`src/sv/swm_pkg.sv`:
```
// Shared types and constants for the sliding-window median filter.
`default_nettype none

package swm_pkg;

   // Window depth and derived widths
   localparam int WINDOW_MAX = 64;
   localparam int CNT_W      = $clog2(WINDOW_MAX + 1);
   localparam int IDX_W      = (WINDOW_MAX > 1) ? $clog2(WINDOW_MAX) : 1;
   localparam int DATA_W     = 32;
   localparam int CFG_W      = 7;

   typedef logic signed [DATA_W-1:0] sample_type;
   typedef logic [CFG_W-1:0]         cfg_type;

   // Broadcast to every cell of the sorted chain
   typedef struct packed {
      logic       step;    // update the chain this cycle
      logic       remove;  // window full: drop one copy of old
      sample_type key;     // incoming sample
      sample_type old;     // sample leaving the window
   } cell_ctl_type;

   // Passed from a cell to the cell below it
   typedef struct packed {
      sample_type value;
      logic       gt_key;  // value > key
      logic       eq_old;  // occupied and value == old
   } cell_down_type;

   // Passed from a cell to the cell above it
   typedef struct packed {
      sample_type rval;    // value after removal
      logic       gap;     // key goes at or below this cell
   } cell_up_type;

endpackage

`default_nettype wire

```
`src/sv/swm_cell.sv`:
```
// One cell of the sorted chain: holds one window value, removes and inserts by neighbor exchange.
`default_nettype none

module swm_cell import swm_pkg::*; (
   input  wire logic          clock,
   input  wire cell_ctl_type  ctl,
   input  wire logic          occupied,    // cell holds a window value now
   input  wire logic          kept,        // slot still filled after removal
   input  wire cell_down_type from_above,
   output cell_down_type      to_below,
   input  wire cell_up_type   from_below,
   output cell_up_type        to_above,
   output sample_type         value
);

   sample_type value_ff;
   sample_type value_in;
   sample_type r_value;
   logic       eq_old;
   logic       gt_old;
   logic       gt_key;
   logic       is_evict;
   logic       shift;
   logic       r_gt;
   logic       gap;

   // Local compares against the broadcast key and the leaving value
   always_comb begin
      eq_old = occupied && (value_ff == ctl.old);
      gt_old = occupied && (value_ff > ctl.old);
      gt_key = value_ff > ctl.key;
   end

   // Removal: the highest copy of old drops out, everything above moves down
   always_comb begin
      is_evict = ctl.remove && eq_old && !from_above.eq_old;
      shift    = ctl.remove && (gt_old || is_evict);
      r_value  = shift ? from_above.value  : value_ff;
      r_gt     = shift ? from_above.gt_key : gt_key;
      gap      = !kept || r_gt;
   end

   // Insertion: cells above the gap take the lower neighbor, the gap takes key
   always_comb begin
      if (from_below.gap) begin
         value_in = from_below.rval;
      end else if (gap) begin
         value_in = ctl.key;
      end else begin
         value_in = r_value;
      end
   end

   assign to_below = '{value: value_ff, gt_key: gt_key, eq_old: eq_old};
   assign to_above = '{rval: r_value, gap: gap};
   assign value    = value_ff;

   always_ff @(posedge clock) begin
      if (ctl.step) begin
         value_ff <= value_in;
      end
   end

endmodule

`default_nettype wire

```
`config.mk`:
```
export PLATFORM = sky130hd
export DESIGN_NAME = swm_cell
export DESIGN_NICKNAME = d
export VERILOG_FILES = /design/src/sv/swm_pkg.sv /design/src/sv/swm_cell.sv
export SDC_FILE = /design/constraint.sdc
export NUM_CORES = 1
export LEC_CHECK = 0
export BUFFER_PORTS_ARGS = -buffer_cell sky130_fd_sc_hd__buf_2
export CORE_MARGIN = 5
export CORE_UTILIZATION = 46
export CTS_BUF_LIST = sky130_fd_sc_hd__clkbuf_4 sky130_fd_sc_hd__clkbuf_8
export DETAILED_ROUTE_END_ITERATION = 10
export GPL_ROUTABILITY_DRIVEN = 0
export PLACE_DENSITY = 0.83
export SKIP_LAST_GASP = 1
export SYNTH_ARGS = -nofsm -noshare
export SYNTH_HDL_FRONTEND = slang
export SYNTH_SLANG_ARGS = --single-unit
```
`constraint.sdc`:
```
create_clock -name clock -period 3.7 [get_ports clock]
set_input_delay 0.185 -clock clock [delete_from_list [all_inputs] [get_ports clock]]
set_output_delay 0.185 -clock clock [all_outputs]
set_load 0.005 [all_outputs]
```
# Word-level counts from Yosys, hierarchy flattened
# Cells that the tools add are included.
classes:
  muxes: 4
  n_reduce_logical: 9
  n_eq_ne: 1
  n_lt_le_gt_ge: 2
op_table:
  columns: ["op", "count"]
  rows:
  - ["$mux W32", 3]
  - ["$gt A32 B32 Y1", 2]
  - ["$eq A32 B32 Y1", 1]
  - ["$logic_and A1 B1 Y1", 5]
  - ["$logic_not A1 Y1", 2]
  - ["$logic_or A1 B1 Y1", 2]
  - ["$mux W1", 1]
totals:
  reg_bits: 32
  wordCells: 17

# Depth between registers and ports, before layout
# Gate-level depths: netlist (run 1).
depth:
  depth_word: 10
  mapped_depth: 11
  depth_no_buf: 10

# Worst setup path before layout (run 1)
# OpenSTA, ideal clock, no wires.
synth_timing:
  kind: "register to register"
  from: "register value_ff[31] (netlist: value[31])"
  to: "register value_ff[8] (netlist: value[8]) (data pin)"
  t_arrival_ps: 2987
  slack_ps: 447
  path_buffers: 1
  path_stages_with_launch: 11
  synth_period_minus_slack_ps: 3253
  path_cell_list: "edfxtp_1 -> ha_1 -> nand4_2 -> or4_4 -> a2111oi_4 -> o21ai_2 -> a31oi_4 -> buf_6 -> mux2_1 -> mux2i_1 -> o21ai_1"
synth_rtl:
  columns: ["element", "line", "rtl"]
  rows:
  - ["start: declaration", "swm_cell.sv:16", "sample_type value_ff;"]
  - ["start signal: assignment", "swm_cell.sv:60", "value_ff <= value_in;"]

==> results of run 1 <==
==> repair_timing <==
action | CTS | global route
resized for setup | 1 | 3
buffers inserted | 0 | 1
pin swaps | 0 | 2
setup endpoints to repair | 4 | 39
endpoints found under the hold margin | 0 | 0
==> metal layers <==
layer / routed length (um) / up-vias / GRT usage (%)
met5: 0 / - / 0
met4: 225 / 0 / 6.01
met3: 976 / 16 / 5.77
met2: 6770 / 163 / 43.4
met1: 4980 / 1848 / 25.1
li1: - / 1965 / -
==> critical path, delay by kind of cell, from the launching register on <==
family	cells	cell delay (ps)
buffers and inverters	2	370
adder cells (fa/ha/maj)	1	330
AND/OR/NAND/NOR	2	800
multiplexers	1	370
flip-flops	1	470
AO/OA/AOI/OAI	3	760
==> worst paths after layout <==
path	endpoint	slack (ps)	start
worst max-delay path	to_above[9]	120	value[26]
worst min-delay path	value[17]	180	from_below[18]
worst max register to register	value[10]	210	value[9]
worst min register to register	value[0]	860	value[0]
==> power by group <==
part           switching [mW]  internal [mW]  leakage (nW)
clock network           0.144          0.146        0.0467
registers              0.0400          0.441         0.317
logic                   0.314          0.321          2.60
total                   0.498          0.908          2.96
==> layout by cell type (no fill, tap or decap), types with 2 or more instances in the layout <==
| cell | n |
|---|---|
| a21oi_1 | 22 |
| buf_4 | 5 |
| o31ai_1 | 2 |
| nand3_1 | 8 |
| mux2_2 | 20 |
| clkbuf_4 | 2 |
| a211oi_1 | 4 |
| nor3_1 | 2 |
| o21ai_1 | 30 |
| a21o_1 | 5 |
| o211ai_1 | 2 |
| ha_1 | 64 |
| clkbuf_8 | 5 |
| edfxtp_1 | 32 |
| a21boi_0 | 2 |
| mux2_4 | 11 |
| a211o_1 | 2 |
| o21a_1 | 2 |
| o21ai_0 | 8 |
| nand2_1 | 43 |
| buf_2 | 234 |
| nand4_1 | 10 |
| nor2b_1 | 2 |
| nor2_1 | 10 |
| buf_12 | 2 |
| inv_1 | 65 |
| mux2i_1 | 32 |
| nor4_1 | 2 |
| and3_1 | 2 |
==> cells by family after synthesis <==
group,after synthesis,share of synthesized area [%]
AO/OA/AOI/OAI,90,14.6
adder cells (fa/ha/maj),64,19.6
buffers and inverters,113,14.7
flip-flops,32,23.5
multiplexers,64,17.7
AND/OR/NAND/NOR,84,9.98
==> stage by stage <==
step	instance area, um^2	util, %	hold WS [ps]	TNS (ps)	power, mW
6_report	5220	60.1	182	0	1.41
5_1_grt	5220	60.1	179	-0.526	1.51
4_1_cts	5190	59.9	171	0	1.41
3_5_place_dp	5100	58.8	473	0	1.12
3_3_place_gp	5100	58.8	464	0	1.09
2_1_floorplan	4090	-	297	0	0.886
==> final cells by class <==
class,count,area share (%)
inverters,65,4.68
multi-input cells,302,48.5
flip-flops and latches,32,18.4
well taps,108,2.59
clock buffers,7,1.61
repair buffers,242,24.2
clock inverters,1,0.0720
==> summary.md, run 1 <==
| Metric | Value |
|---|---|
| WHS Path Cells | `3` |
| Crit. End Element | `output port` |
| Count of cell types in the netlist | `45` |
| Max stage delay on crit path | `610 ps` |
| Max-slew violation count | `0` |
| I/O pin total | `235` |
| Register area | `around 960 um^2` |
| Slew headroom | `29.5%` |
| Starting Density | `47.1%` |
| First-pass GRT wire length | `a little over 20000 um` |
| Ys flop type | `edfxtp_1` |
| CTS tree | `built` |
| Remaining DRCs | `0` |
| Final hold vios | `0` |
| ANT nets after route | `0` |
| Sequential area share after synthesis | `about a quarter` |
| Nets | `848` |
| Largest area contributor in the netlist | `edfxtp_1` |
| Grt ovf | `0` |
| Max frequency | `~280 MHz` |
| Cells after Synth | `447` |
| Maximum VDD drop | `0.000178 V` |
| Share of the synthesized area in the top cell type | `a little under a quarter` |
| # setup viols final | `0` |
| Hold Crit Class | `input pin to register` |
| Vias/cell | `between 5 and 6` |
| Total CTS buffers | `5` |
| Drt pass-1 iters | `5` |
| Pre-CTS setup slack | `69.9 ps` |
| Synth top cells by count | `inv_1, ha_1, nand2_1` |
| Clock root buffer | `clkbuf_8` |
| Syn_area_per_cell | `9.15 um^2` |
| Largest register FFs | `32` |
| Die ar. | `10900 um^2` |
| RSZ-0062 raised after global routing | `true` |
| Setup CP Type | `register to output port` |
| 1st-iter DRT viols | `115` |
| Initial antenna violation count | `0` |
| Total number of vias | `3992` |
| Post-synth EDFFs | `32` |
| Multi-input gate area | `about 2500 um^2` |
| Layout cells sized above 1 | `44.7%` |
| Vias in the first global route | `~4300` |
| Critical path startpoint category | `register` |
| Max FO, Critical Path | `13` |
| Fin crit period | `3580 ps` |
| PD cells | `between 200 and 300 nW/um^2` |
| H-tree depth | `2` |
| Core Box Area | `8680 um^2` |
| Worst-Margin Slew | `1060 ps` |
| DRT Wirelength | `13000 um` |
| Post-route clock period utilization | `96.7%` |
| Post-synthesis net count | `roughly 650` |
| Die height | `between 100 and 150 um` |
| Critical-path cell list | `ha_1 > nand4_1 > or4_4 > a2111oi_4 > o21ai_2 > a31oi_4 > buf_6 > mux2_1 > buf_2` |
| WP data arrival | `3390 ps` |
| Cell Rows | `34` |
| Clock sink total | `32` |
| Hold buffers post-CTS | `0` |
| Post-DP HPWL | `10900 um` |
| WP data required | `between 3000 and 4000 ps` |
| FF+latch count, synth | `32` |
| Clock Latency Late Sink | `280 ps` |
| Total of max-cap violations | `0` |
| Layout Area Growth over Synthesis | `27.5%` |
| Synth Cell Area | `4090 um^2` |
| Largest net degree at the start of global routing | `65` |
| Clk pin slew, worst setup/hold paths | `80 ps` |
| Clock Path Buffers | `2` |
| DP Cell Count | `748` |
| Port bufs | `234` |
| Drt wl/cell | `17.1 um` |
| Antenna cell count | `0` |
| Synth top area cells | `edfxtp_1, ha_1, mux2i_1, buf_4, inv_1` |
| Final setup margin | `around 120 ps` |
| Count leader, synth | `inv_1` |
| Path depth of the worst reg2reg path | `10` |
| Total global-route track usage | `a little under a quarter` |
| Pleak | `between 2 and 3 nW` |
| FFs w/ async S/R, synth | `0%` |
| Status | `completed` |
| CP max-delay cell | `or4_4` |
| Filler cells | `775` |
| Warnings from Yosys | `0` |
| Clock Skew | `8.04 ps` |
| Die width | `104 um` |
| Layout Cells excl Fill | `757` |
(Power assumes the default switching activity.)
==> run 2: changes to the inputs <==
--- a/config.mk
+++ b/config.mk
@@ -12,6 +12,7 @@
 export DETAILED_ROUTE_END_ITERATION = 10
 export GPL_ROUTABILITY_DRIVEN = 0
 export PLACE_DENSITY = 0.83
+export RECOVER_POWER = 50
 export SKIP_LAST_GASP = 1
 export SYNTH_ARGS = -nofsm -noshare
 export SYNTH_HDL_FRONTEND = slang
==> constraint.sdc (replaced) <==
create_clock -name clock -period 4 [get_ports clock]
set_input_delay 0.2 -clock clock [delete_from_list [all_inputs] [get_ports clock]]
set_output_delay 0.2 -clock clock [all_outputs]
set_load 0.005 [all_outputs]
==> summary.md, run 2 (same netlist as run 1, synthesis figures left out) <==
| Metric | Value |
|---|---|
| Worst-Margin Slew | `1970 ps` |
| Die width | `104 um` |
| DRT Wirelength | `12700 um` |
| Starting Density | `47.1%` |
| Clock sink total | `32` |
| Clock root buffer | `clkbuf_8` |
| Final hold vios | `0` |
| Drt wl/cell | `16.9 um` |
| Max frequency | `266 MHz` |
| Commonest non-fill, non-tap cell in the layout | `buf_2` |
| R2R Setup Slk | `350 ps` |
| H-tree depth | `2` |
| Grt ovf | `0` |
| Largest register FFs | `32` |
| CTS tree | `built` |
| Layout Cells excl Fill | `754` |
| Clk pin slew, worst setup/hold paths | `about 70 ps` |
| Total global-route track usage | `22.3%` |
| Total CTS buffers | `5` |
| Remaining DRCs | `0` |
| Max FO, Critical Path | `18` |
| Total number of vias | `between 3000 and 4000` |
| Drt pass-1 iters | `4` |
| Clock Latency Late Sink | `around 280 ps` |
| WHS Path Cells | `3` |
| ANT nets after route | `0` |
| Failing checks | `max-capacitance violations, max-slew violations` |
| Clock Path Buffers | `2` |
| PD cells | `approximately 250 nW/um^2` |
| Die height | `104 um` |
| Setup_tns | `0 ps` |
| Vias in the first global route | `4216` |
| Fin crit period | `3750 ps` |
| Critical path startpoint category | `register` |
| Setup CP Type | `register to output port` |
| Worst r2r dst | `value[0]` |
| DP Cell Count | `~750` |
| Max-slew violation count | `33` |
| Die ar. | `10900 um^2` |
| Hold endpoint | `value[10]` |
| Post-DP HPWL | `10700 um` |
| Clock Skew | `6.17 ps` |
| Cell Rows | `34` |
| Commonest non-fill, non-tap cells in the layout | `buf_2, inv_1, ha_1` |
| Pre-CTS setup slack | `264 ps` |
| Final setup margin | `246 ps` |
| WP data arrival | `3550 ps` |
| Port bufs | `between 200 and 250` |
| Vias/cell | `5.20` |
| Slew headroom | `-31.2%` |
| Total of max-cap violations | `1` |
| Nets | `845` |
| Post-route clock period utilization | `93.9%` |
| Path depth of the worst reg2reg path | `10` |
| Core Box Area | `8680 um^2` |
| Pleak | `2.89 nW` |
| Crit. End Element | `output port` |
| # setup viols final | `0` |
| Antenna cell count | `0` |
| Hold path startpoint | `from_below[11]` |
| Worst R2R Start | `value[31]` |
| First-pass GRT wire length | `between 20000 and 25000 um` |
| Layout cells sized above 1 | `41.5%` |
| Largest net degree at the start of global routing | `65` |
| 1st-iter DRT viols | `~130` |
| Hold Crit Class | `input pin to register` |
| Maximum VDD drop | `0.000159 V` |
| WP data required | `~3800 ps` |
| Layout Area Growth over Synthesis | `26.1%` |
| Status | `finished, violations left` |
| RSZ-0062 raised after global routing | `false` |
| I/O pin total | `235` |
| Initial antenna violation count | `0` |
| Fin Hold WS | `slightly below 200 ps` |
[run 2: changes by cell type in the layout (fill, tap and decap cells not counted)]
cell / previous run / this run
buf_12: 2 / 1
buf_2: 234 / 215
buf_4: 5 / 3
clkbuf_1: 0 / 19
[run 2: timing repair]
| item | 4_1_cts | 5_1_grt |
|---|---|---|
| buffers inserted | 0 | 0 |
| setup endpoints to repair | 0 | 5 |
| gates resized for setup | 0 | 1 |
| hold buffers | 0 | 0 |
[run 2: through the flow]
step                total power [mW]  utilization [%]  area [um^2]
floorplan                      0.820                -         4090
global placement                1.01             58.6         5090
detailed placement              1.03             58.6         5090
CTS                             1.30             59.6         5180
global route                    1.38             59.4         5160
finish                          1.29             59.4         5160
[run 2: how the worst max path moves through the flow]
stage,cells past startpoint,from,slack (ps),endpoint
floorplan,10,value[31],750,value[8]
global placement,10,value[31],350,value[20]
detailed placement,10,value[31],260,value[5]
CTS,9,value[31],110,to_above[6]
global route,9,value[31],70,to_above[21]
finish,9,value[31],250,to_above[32]
[run 2: critical path, stage by stage (launching register included)]
cell	delay (ps)
edfxtp_1	490
ha_1	420
nand4_2	200
or4_4	600
a2111oi_4	350
o21ai_2	130
a31oi_4	260
buf_6	290
mux2_2	380
buf_2	140
[run 2: layer usage]
metal / GRT usage [%] / part of all wire [%] / vias up
met3: 5.77 / 8.0 / 21
met4: 5.92 / 2.0 / 0
met5: 0 / 0 / -
met1: 25.0 / 39 / 1766
met2: 41.1 / 51 / 182
li1: - / - / 1952
[run 2: power breakdown]
| part | switching [mW] | internal (mW) |
|---|---|---|
| combinational | 0.288 | 0.287 |
| clock | 0.130 | 0.135 |
| sequential | 0.0379 | 0.408 |
| total | 0.456 | 0.831 |
[run 2: cell type report]
type                            instances  area (um^2)
Clock buffer                            7         83.8
Clock inverter                          1         3.75
Multi-Input combinational cell        302         2530
Fill cell                             779         3520
Inverter                               65          244
Tap cell                              108          135
Timing Repair Buffer                  239         1200
Sequential cell                        32          961
